File: src/hw/rtl/ghb_ram.sv
// ----------------------------------------------------------------------------
// Generic RAM
// Single write port, single read port, registered read data.
// ----------------------------------------------------------------------------
module ghb_ram #(
   parameter int Width = 8,
   parameter int Depth = 256
) (
   input  logic                     clock,
   input  logic                     wr_en,
   input  logic [$clog2(Depth)-1:0] wr_addr,
   input  logic [Width-1:0]         wr_data,
   input  logic [$clog2(Depth)-1:0] rd_addr,
   output logic [Width-1:0]         rd_data
);
   logic [Width-1:0] mem [Depth];

   always_ff @(posedge clock) begin
      if (wr_en) begin
         mem[wr_addr] <= wr_data;
      end
      rd_data <= mem[rd_addr];
   end
endmodule

File: config.mk
export PLATFORM = sky130hd
export DESIGN_NAME = ghb_ram
export DESIGN_NICKNAME = d
export VERILOG_FILES = /design/src/hw/rtl/ghb_ram.sv
export SDC_FILE = /design/constraint.sdc
export NUM_CORES = 2
export LEC_CHECK = 0
export BUFFER_PORTS_ARGS = -buffer_cell sky130_fd_sc_hd__buf_2
export CAP_MARGIN = 20
export CELL_PAD_IN_SITES_DETAIL_PLACEMENT = 0
export CELL_PAD_IN_SITES_GLOBAL_PLACEMENT = 1
export CORE_ASPECT_RATIO = 0.8
export CORE_MARGIN = 1
export CORE_UTILIZATION = 52
export DETAILED_ROUTE_END_ITERATION = 12
export PLACE_DENSITY = 0.83
export SKIP_CTS_REPAIR_TIMING = 1
export SYNTH_ARGS = -nofsm -noshare
export SYNTH_HDL_FRONTEND = slang
export SYNTH_SLANG_ARGS = --single-unit
File: constraint.sdc
create_clock -name clock -period 2.8 [get_ports clock]
set_input_delay 0.56 -clock clock [delete_from_list [all_inputs] [get_ports clock]]
set_output_delay 0.56 -clock clock [all_outputs]
set_load 0.005 [all_outputs]
# After elaboration in Yosys (flattened, before gate mapping)
# Memory sizes are Yosys's and may differ from the RTL's. A register that Yosys moved wholly into a read port is not among the register bits.
# Index checks and enable logic that the tools add are counted.
[word_totals]
n_memories = 1
mem_bits_rw = 2048
out_inout_bits = 8
ff_bits = 0
wordCells = 3
latchBits = 0
rom_bits = 0
input_bits = 26
[memory_table]
columns = ["memory", "depth", "word_bits", "rd", "rd_clocked_by_memory_dff", "write_ports", "line", "rtl"]
rows = [
  ["mem", 256, 8, 1, 1, 1, "16", "logic [Width-1:0] mem [Depth];"],
]
[op_classes]
n_reduce_logical = 0
add_sub_neg = 0
shifts = 0
order_cmp = 0
mux = 2
multipliers = 0
n_eq_ne = 0
bitwise_logic = 0
div = 0
[ops]
columns = ["cell", "count"]
rows = [
  ["2-to-1 mux 1 bit", 2],
]

# Longest topological paths before layout
[logic_depth]
depth_word = 2
ltp_mapped = 11
mapped_depth_nobuf = 6

# Worst setup path before layout
# Ideal clock, no wire load.
[synth_path]
path_type = "in2reg"
start = "in rd_addr[0]"
end = "reg rd_data[2] (read register of mem)"
setup_ns = 0.131
t_required_ns = 2.669
arrival_ns = 2.367
stages = 9
setup_slack_ns = 0.302
n_path_buf = 4
cell_sequence = "buf_6 -> buf_12 -> buf_8 -> buf_2 -> mux4_2 -> a22oi_1 -> a21oi_1 -> nor4_1 -> nor4_2"
[synth_rtl]
columns = ["item", "line", "rtl"]
rows = [
  ["start: declaration", "13", "input logic [$clog2(Depth)-1:0] rd_addr,"],
  ["end: declaration", "14", "output logic [Width-1:0] rd_data"],
]

==> results.ini <==
[outcome]
outcome = finished clean

[sta]
drv_slew = 0
fin_crit_sh_pct = 99.1
fin_skew_ns = 0.0314
slew_headroom_pct = 28.0
fin_ws_ns = 0.0250
whs_ns = 0.221
setup_viol = 0
grt_setup_unrepaired = false
period_needed_ns = 2.78
tightest_slew_ns = 1.08
hold_violations = 0
setup_tns_ns = 0
max_freq_ghz = 0.360

[grt]
grt_pass1_vias = 41400
grtUsageTotal_pct = 26.2
antenna_found_initial = 8
grt_max_degree = 109
grt_pass1_wl_mm = 290
grt_overflow = 0

[cts]
cts-buffers-inserted = 180
cts_tree = built
htree_levels = 4
cts_root_buf = clkbuf_16
clock_latency_ns = 0.83
clkSinkCount = 2056
cts.path.max_buffers = 3
clk_pin_slew_ns = 0.07

[finish]
drive_gt1_share_pct = 32.1
stdcell_area_mm2 = 0.0928
syn2layout_area_growth_pct = 16.6
finalNetCount = 4454

[placement]
post-place-ws_ns = -0.914
hpwl_mm = 129
gp_routability_congestion = 0.896
place_area_mm2 = 0.0871
portBuffers = 33

[synthesis]
yosysWarnings = 0
avgSynthCellArea_um2 = 21.3
synthCells = 3733
ys_ff_latch = 2056
synth-async-reset-ratio_pct = 0
ys.flop_type = edfxtp_1
synth-edff-count = 2048
syn_area_mm2 = 0.0796
synth_nets = 3759
yosysUniqueCellTypes = 55
yosysSeqAreaShare_pct = 77.5

[power_and_ir_drop]
p_leak_nw = 30.1
p_switching_mw = 13.1
p_comb_share_pct = 5.8
pwr_density_cell_mw_per_mm2 = 665
p_seq_share_pct = 55.0
p_sw_share_pct = 21.3
pwr-share-clk_pct = 39.2
p_int_mw = 48.6
ir_drop_uv = 701
power_mw = 61.7

[floorplan]
start_util_pct = 52.8
io_pins = 34
rows = 127
die_w_um = 439
dieArea_mm2 = 0.155
core-area_mm2 = 0.151
die_h_um = 352

[job]
drv_cap = 0

[drt]
routed_wl_mm = 201
ant_nets = 0
drt_iter0_markers = 6029
vias = 41800
route.detailed.drc = 0
vias_per_cell = 6.35
drtPass1Iterations = 6
drt-wirelength-per-cell_um = 30.5

[critical_path]
r2r_slack_ns = 0.12
r2r_start = mem[27][3]
worst-endpoint-arrival_ns = 3.46
cp_data_required_time_ns = 3.49
r2r_cells = 8
worst_setup_path_start_kind = primary input
rr_endpoint = rd_data[3]
cp_max_fo = 15
endpoint_kind = flip-flop
crit_type = primary input to flip-flop

[min_path]
hold_path_startpoint = wr_data[7]
hold_path.class = primary input to flip-flop
hold_depth = 1
hold_end = mem[28][7]

## cell families after synthesis
| logic type | synth area share, % |
|---|---|
| compound gates | 3.42 |
| mux | 14.6 |
| buf+inv | 1.83 |
| simple gates | 2.63 |
| flops | 77.5 |
## flip-flops by register name, indices dropped and copies added, names as in the netlist
| register | count |
|---|---|
| mem | 2048 |
| rd_data | 8 |
## per-stage QoR
| stage | cells | util, % |
|---|---|---|
| after floorplan | 3733 | - |
| after global placement | 6239 | 57.7 |
| after detailed placement | 6244 | 57.8 |
| after CTS | 6578 | 61.5 |
| after global routing | 6579 | 61.5 |
| final | 6580 | 61.5 |
## final cells by class
type | count | area (um^2)
Antenna cell | 1 | 2.50
Clock buffer | 237 | 4890
Sequential cell | 2056 | 61700
Tap cell | 1999 | 2500
Timing Repair Buffer | 746 | 6460
Clock inverter | 97 | 778
Fill cell | 10000 | 58000
Inverter | 2 | 7.51
Multi-Input combinational cell | 1442 | 16500
## cells in the mapped netlist (22+ instances only)
master	instances	area share, %
edfxtp_1	2048	77
nand2_1	33	0.16
a21oi_1	96	0.60
nand3_1	34	0.21
clkbuf_1	111	0.52
nor4_1	24	0.19
nor3_1	22	0.14
o22ai_1	28	0.22
buf_1	22	0.10
buf_4	27	0.25
mux4_2	454	13
mux2i_1	134	1.7
o221ai_1	46	0.51
buf_2	31	0.20
a22oi_1	133	1.3
nor2b_1	31	0.24
nor2_1	282	1.3
## power groups by stage
stage               clock, mW  combinational [mW]  sequential [mW]
global placement            0                3.44             34.6
global route             25.5                3.72             34.0
detailed placement          0                3.51             34.6
finish                   24.2                3.56             34.0
floorplan                   0                1.65             34.6
CTS                      24.4                3.54             34.0
## per-layer routing
metal / up-vias / track usage [%] / routed length [um]
met5: - / 0 / 51
met4: 8 / 8.90 / 6470
met3: 362 / 6.36 / 24600
met2: 2688 / 39.5 / 92400
met1: 21700 / 37.8 / 77100
li1: 17100 / - / -
## worst max-delay path, cell delays in order
cell      delay, ns
buf_8          0.28
buf_12         0.24
buf_12         0.13
mux4_2         0.51
a22o_1         0.27
a221oi_1       0.43
buf_4          0.20
o221ai_1       0.14
a211oi_1       0.39
buf_4          0.22
nor4_1         0.04
## cells in the final DEF (no fill, tap or decap), drive strengths merged, types with 3 or more instances in the layout
master,instances
nor4,27
nand2,33
a22o,8
a22oi,133
nor3,22
a2111oi,5
a221oi,14
o32ai,5
inv,7
edfxtp,2048
buf,738
nor2,282
nand3,34
nor2b,31
bufinv,10
or2,4
o22a,5
a211oi,16
clkinvlp,3
clkbuf,245
and2,6
o221ai,47
o211ai,10
o22ai,28
mux4,456
dfxtp,8
clkinv,79
o21ai,12
nand4,10
a21oi,96
mux2i,134
nand2b,8
## how the worst max path moves through the flow
stage	start	to	slack, ns	cells after the start
3_5_place_dp	rd_addr[0]	rd_data[3]	-0.91	10
5_1_grt	rd_addr[0]	rd_data[3]	0.04	10
4_1_cts	rd_addr[0]	rd_data[3]	-0.03	10
3_3_place_gp	rd_addr[0]	rd_data[1]	-1.22	8
6_report	rd_addr[0]	rd_data[3]	0.02	11
2_1_floorplan	rd_addr[0]	rd_data[2]	0.30	9
(Power assumes the default switching activity.)
